## src/rtl/core/mrs_pkg.sv

```systemverilog
// Shared types and constants for the monotone row-optimum search block.
// Holds the controller state encoding, the command and status bundles and the
// register map. No dependencies.
`default_nettype none

package mrs_pkg;

  // Register map of the configuration port.
  localparam int CFG_IDX_W  = 2;
  localparam int CFG_DATA_W = 7;
  localparam int DIM_W      = 7;
  localparam int MODE_W     = 2;

  localparam logic [CFG_IDX_W-1:0] CFG_ROWS = 2'd0;
  localparam logic [CFG_IDX_W-1:0] CFG_COLS = 2'd1;
  localparam logic [CFG_IDX_W-1:0] CFG_MODE = 2'd2;

  localparam logic [DIM_W-1:0]  ROWS_RESET = 7'd64;
  localparam logic [DIM_W-1:0]  COLS_RESET = 7'd64;
  localparam logic [MODE_W-1:0] MODE_RESET = 2'd0;

  // Bit positions inside the mode register.
  localparam int MODE_LEFTMOST_BIT = 0;
  localparam int MODE_MINIMUM_BIT  = 1;

  // Widths of the result fields.
  localparam int ROW_OUT_W = 6;
  localparam int COL_OUT_W = 6;

  // Controller states.
  typedef enum logic [3:0] {
    S_LOAD,
    S_INIT,
    S_POP,
    S_BASE,
    S_SCAN,
    S_DRAIN,
    S_PUSH,
    S_EMIT_RD,
    S_EMIT_OUT
  } mrs_state_t;

  // Commands from the controller to the datapath.
  typedef struct packed {
    logic load_en;
    logic stack_init;
    logic span_pop;
    logic base_calc;
    logic scan_issue;
    logic span_push;
    logic emit_read;
    logic emit_load;
  } ctrl_cmd_t;

  // Status from the datapath to the controller.
  typedef struct packed {
    logic last_cell;
    logic last_col;
    logic search_done;
    logic out_free;
    logic last_emit;
  } ctrl_sts_t;

endpackage

`default_nettype wire

```

## src/rtl/core/mrs_ctrl.sv

```systemverilog
// Sequencing state machine of the monotone row-optimum search.
// Drives the datapath through load, search and result phases.
// Depends on mrs_pkg.
`default_nettype none

module mrs_ctrl (
  input  logic              clk,
  input  logic              rst,
  input  logic              cell_valid,
  input  mrs_pkg::ctrl_sts_t sts,
  output mrs_pkg::ctrl_cmd_t cmd,
  output logic              cell_ready
);
  import mrs_pkg::*;

  mrs_state_t state;
  mrs_state_t state_next;

  // State register.
  always_ff @(posedge clk) begin
    if (rst) begin
      state <= S_LOAD;
    end else begin
      state <= state_next;
    end
  end

  // Next state and commands.
  always_comb begin
    state_next = state;
    cmd        = '0;
    cell_ready = 1'b0;
    unique case (state)
      S_LOAD: begin
        cell_ready  = 1'b1;
        cmd.load_en = cell_valid;
        if (cell_valid && sts.last_cell) begin
          state_next = S_INIT;
        end
      end
      S_INIT: begin
        cmd.stack_init = 1'b1;
        state_next     = S_POP;
      end
      S_POP: begin
        cmd.span_pop = 1'b1;
        state_next   = S_BASE;
      end
      S_BASE: begin
        cmd.base_calc = 1'b1;
        state_next    = S_SCAN;
      end
      S_SCAN: begin
        cmd.scan_issue = 1'b1;
        if (sts.last_col) begin
          state_next = S_DRAIN;
        end
      end
      S_DRAIN: begin
        // The last column read is compared in this cycle.
        state_next = S_PUSH;
      end
      S_PUSH: begin
        cmd.span_push = 1'b1;
        state_next    = sts.search_done ? S_EMIT_RD : S_POP;
      end
      S_EMIT_RD: begin
        cmd.emit_read = 1'b1;
        state_next    = S_EMIT_OUT;
      end
      S_EMIT_OUT: begin
        if (sts.out_free) begin
          cmd.emit_load = 1'b1;
          state_next    = sts.last_emit ? S_LOAD : S_EMIT_RD;
        end
      end
      default: begin
        state_next = S_LOAD;
      end
    endcase
  end

  // The search ends only once the range stack has run dry.
  a_done_to_emit: assert property (@(posedge clk) disable iff (rst)
    (state == S_PUSH && sts.search_done) |=> (state == S_EMIT_RD))
    else $error("search finished but emission did not start");

  // The element that completes the matrix starts the search.
  a_trigger: assert property (@(posedge clk) disable iff (rst)
    (cmd.load_en && sts.last_cell) |=> (state == S_INIT))
    else $error("final element did not start the search");

  // After the final row is handed over the block takes elements again.
  a_back_to_load: assert property (@(posedge clk) disable iff (rst)
    (cmd.emit_load && sts.last_emit) |=> cell_ready)
    else $error("block not ready for a new matrix after last row");

endmodule

`default_nettype wire

```

## config.mk

```make
export PLATFORM = sky130hd
export DESIGN_NAME = mrs_ctrl
export DESIGN_NICKNAME = d
export VERILOG_FILES = /design/src/rtl/core/mrs_pkg.sv /design/src/rtl/core/mrs_ctrl.sv
export SDC_FILE = /design/constraint.sdc
export NUM_CORES = 1
export LEC_CHECK = 0
export ABC_CLOCK_PERIOD_IN_PS = 1800
export BUFFER_PORTS_ARGS = -buffer_cell sky130_fd_sc_hd__buf_2
export CORE_AREA = 2 2 39 41
export DETAILED_ROUTE_END_ITERATION = 12
export DIE_AREA = 0 0 41 43
export SLEW_MARGIN = 10
export SYNTH_ARGS = -nofsm -noshare
export SYNTH_HDL_FRONTEND = slang
export SYNTH_SLANG_ARGS = --single-unit
```

## constraint.sdc

```tcl
create_clock -name clk -period 1.8 [get_ports clk]
set_input_delay 0.27 -clock clk [delete_from_list [all_inputs] [get_ports clk]]
set_output_delay 0.27 -clock clk [all_outputs]
set_load 0.05 [all_outputs]
```

==> metrics.yaml <==
sta:
  fin_crit_sh: 0.939
  setup_ws_ns: 0.111
  fmax_ghz: 0.592
  finalSetupViolCount: 0
  skew_ns: 0.00524
  hold_viol: 0
  fin_crit_ns: 1.69
  finalMaxSlewViolations: 0
  max_slew_margin: 0.583
  worst_pin_slew_ns: 0.618
  rsz0062_at_grt: "no"
synth:
  synthesis.area_sq_um: 338
  synth_fp_nets: 53
  synthArstFlopShare: 0
  syn_inst: 45
  synth.distinct_cells: 23
  ys.flop_type: "dfxtp_1"
  synth.top_cell.area_share: 0.237
  synth_seq_area_share: 0.237
  synthTopCellsByArea: "dfxtp_1, nand2b_1, a21o_1"
  avgSynthCellArea_sq_um: 7.51
  synth_edf_count: 0
  ys_warn_count: 0
  ys_top_cells_by_count: "clkbuf_1, dfxtp_1, nand2b_1, nor3_1"
  ys_seq_elements: 4
  yosys.area.top_type: "dfxtp_1"
die:
  top_level_ports: 17
  start_util: 0.244
  die-area_sq_um: 1760
  fp.dieH_um: 43
  die_x_um: 41
  rows: 14
  coreArea_sq_um: 1380
global_route:
  antenna_found_initial: 0
  grt_pass1_vias: 356
  grt_overflow: 0
  grt_max_degree: 11
  grt_first_pass_wirelength_um: 1570
  grt_use_total: 0.130
pwr:
  ir_drop_mv: 0.319
  sw_frac_of_total: 0.339
  pwr-share-seq: 0.326
  power_density_nw_per_um2: 585
  switchingPower_uw: 105
  finalPower_uw: 308
  p_int_uw: 204
  combPwrFrac: 0.310
  p_leak_uw: 0.000258
  clkPwrFrac: 0.364
clocking:
  cts-root-buf: "clkbuf_4"
  cts_max_level: 1
  hold_buffers: 0
  cts_buffers: 3
  clkLatencyLatePin_ns: 0.23
  cts_tree: "yes"
  post_cts_buffers: 0
  clockBufferDepth: 2
  clk_pin_slew_ns: 0.04
  cts.sinks: 4
finish:
  utilization: 0.381
  largestRegisters: "state: 4 flops"
  regMostFlops: "state"
  drive_above_1_share: 0.531
  largest_reg_flops: 4
  syn2layout_area_growth_pct: 55.9
  nNetsFinal: 74
  num_antenna_cells: 0
  layout.cells.non_filler: 80
critical_path:
  r2r-start: "state[0]"
  crit_required_ns: 1.53
  crit_arrival_ns: 1.42
  r2r_cells: 3
  r2r-end: "state[0]"
  cp-start-kind: "flip-flop"
  rrSetupSlack_ns: 0.20
  path_class: "flip-flop to output pin"
  crit_fanout: 9
  worstSetupEndpointType: "output pin"
placement:
  routabilityCongestion: 0.783
  place_inst: 77
  io_buffers: 16
  dp_hpwl_um: 706
  dp_slack_ns: 0.238
routing:
  wl_per_cell_um: 12.1
  avgViaCountPerCell: 4.91
  drtIter0Drc: 5
  vias: 393
  ant_nets: 0
  drt_wl_total_um: 966
  dr.pass1.iters: 2
  post-route-drc-count: 0
min_path:
  hold_end: "state[2]"
  min_from: "rst"
  hold_path.class: "input pin to flip-flop"
  whs_path_depth: 2
run:
  max-cap-violations: 0
run_status:
  status: "finished clean"
[per-layer routing]
| layer | GRT usage | wire length (um) | vias up | share of wire |
|---|---|---|---|---|
| met3 | 0.0314 | 33 | 0 | 0.034 |
| met1 | 0.199 | 486 | 178 | 0.50 |
| met4 | 0.0400 | 0 | 0 | 0 |
| li1 | - | - | 206 | - |
| met5 | 0 | 0 | - | 0 |
| met2 | 0.172 | 446 | 9 | 0.46 |
[how the worst max path moves through the flow]
stage	startpoint	endpoint	slack, ns	depth (start not counted)
after global placement	state[2]	cmd[1]	0.24	4
after detailed placement	state[0]	state[0]	0.24	3
after floorplan	state[2]	cmd[7]	-0.13	3
final	state[0]	cmd[1]	0.11	4
after global routing	state[0]	cmd[1]	0.008	4
after CTS	state[0]	cmd[0]	0.02	4
[critical path: stages (launching register included)]
cell	delay, ns
dfxtp_1	0.50
nand2_1	0.13
or2_2	0.30
inv_1	0.06
buf_4	0.18
[stage by stage]
step / setup TNS, ns / cell area [sq um] / hold WS [ns]
after floorplan: -0.248 / 374 / 0.343
after global placement: 0 / 489 / 0.462
final: 0 / 527 / 0.232
after global routing: 0 / 527 / 0.224
after CTS: 0 / 514 / 0.232
after detailed placement: 0 / 489 / 0.461
[layout make-up]
class / count / area (sq um)
Clock buffer: 3 / 22.5
Timing Repair Buffer: 20 / 115
Inverter: 2 / 7.51
Tap cell: 16 / 20.0
Sequential cell: 4 / 82.6
Fill cell: 147 / 857
Multi-Input combinational cell: 35 / 279
[cell families after synthesis]
group           Yosys count  share of synthesized area
simple gates             25                      0.470
flops                     4                      0.237
buf+inv                   6                     0.0667
compound gates           10                      0.226
[power by group through the flow]
stage / logic (uW) / registers (uW) / clock network [uW]
finish: 95.4 / 100 / 112
global route: 101 / 101 / 121
CTS: 94.3 / 100 / 117
detailed placement: 93.3 / 102 / 0
global placement: 93.4 / 102 / 0
floorplan: 71.3 / 97.8 / 0
[placed cells by master, fill, tap and decap left out, types with 2 or more instances in the layout]
| cell type | Yosys | layout |
|---|---|---|
| clkbuf_4 | 0 | 4 |
| dfxtp_2 | 0 | 2 |
| nor2_1 | 2 | 2 |
| nand3b_1 | 3 | 3 |
| nand2b_1 | 4 | 3 |
| a21o_1 | 3 | 3 |
| or4b_1 | 2 | 2 |
| nand2_1 | 3 | 3 |
| dfxtp_1 | 4 | 2 |
| buf_4 | 0 | 5 |
| nor3_2 | 0 | 4 |
| buf_2 | 0 | 14 |
| inv_1 | 2 | 2 |
| a211oi_1 | 2 | 2 |
[repair_timing]
action                                  CTS  global route
hold endpoints to repair                  0             0
gates resized for setup                   1             5
endpoints found under the setup margin    1             2
No activity file was read; power rests on OpenSTA's default activity.
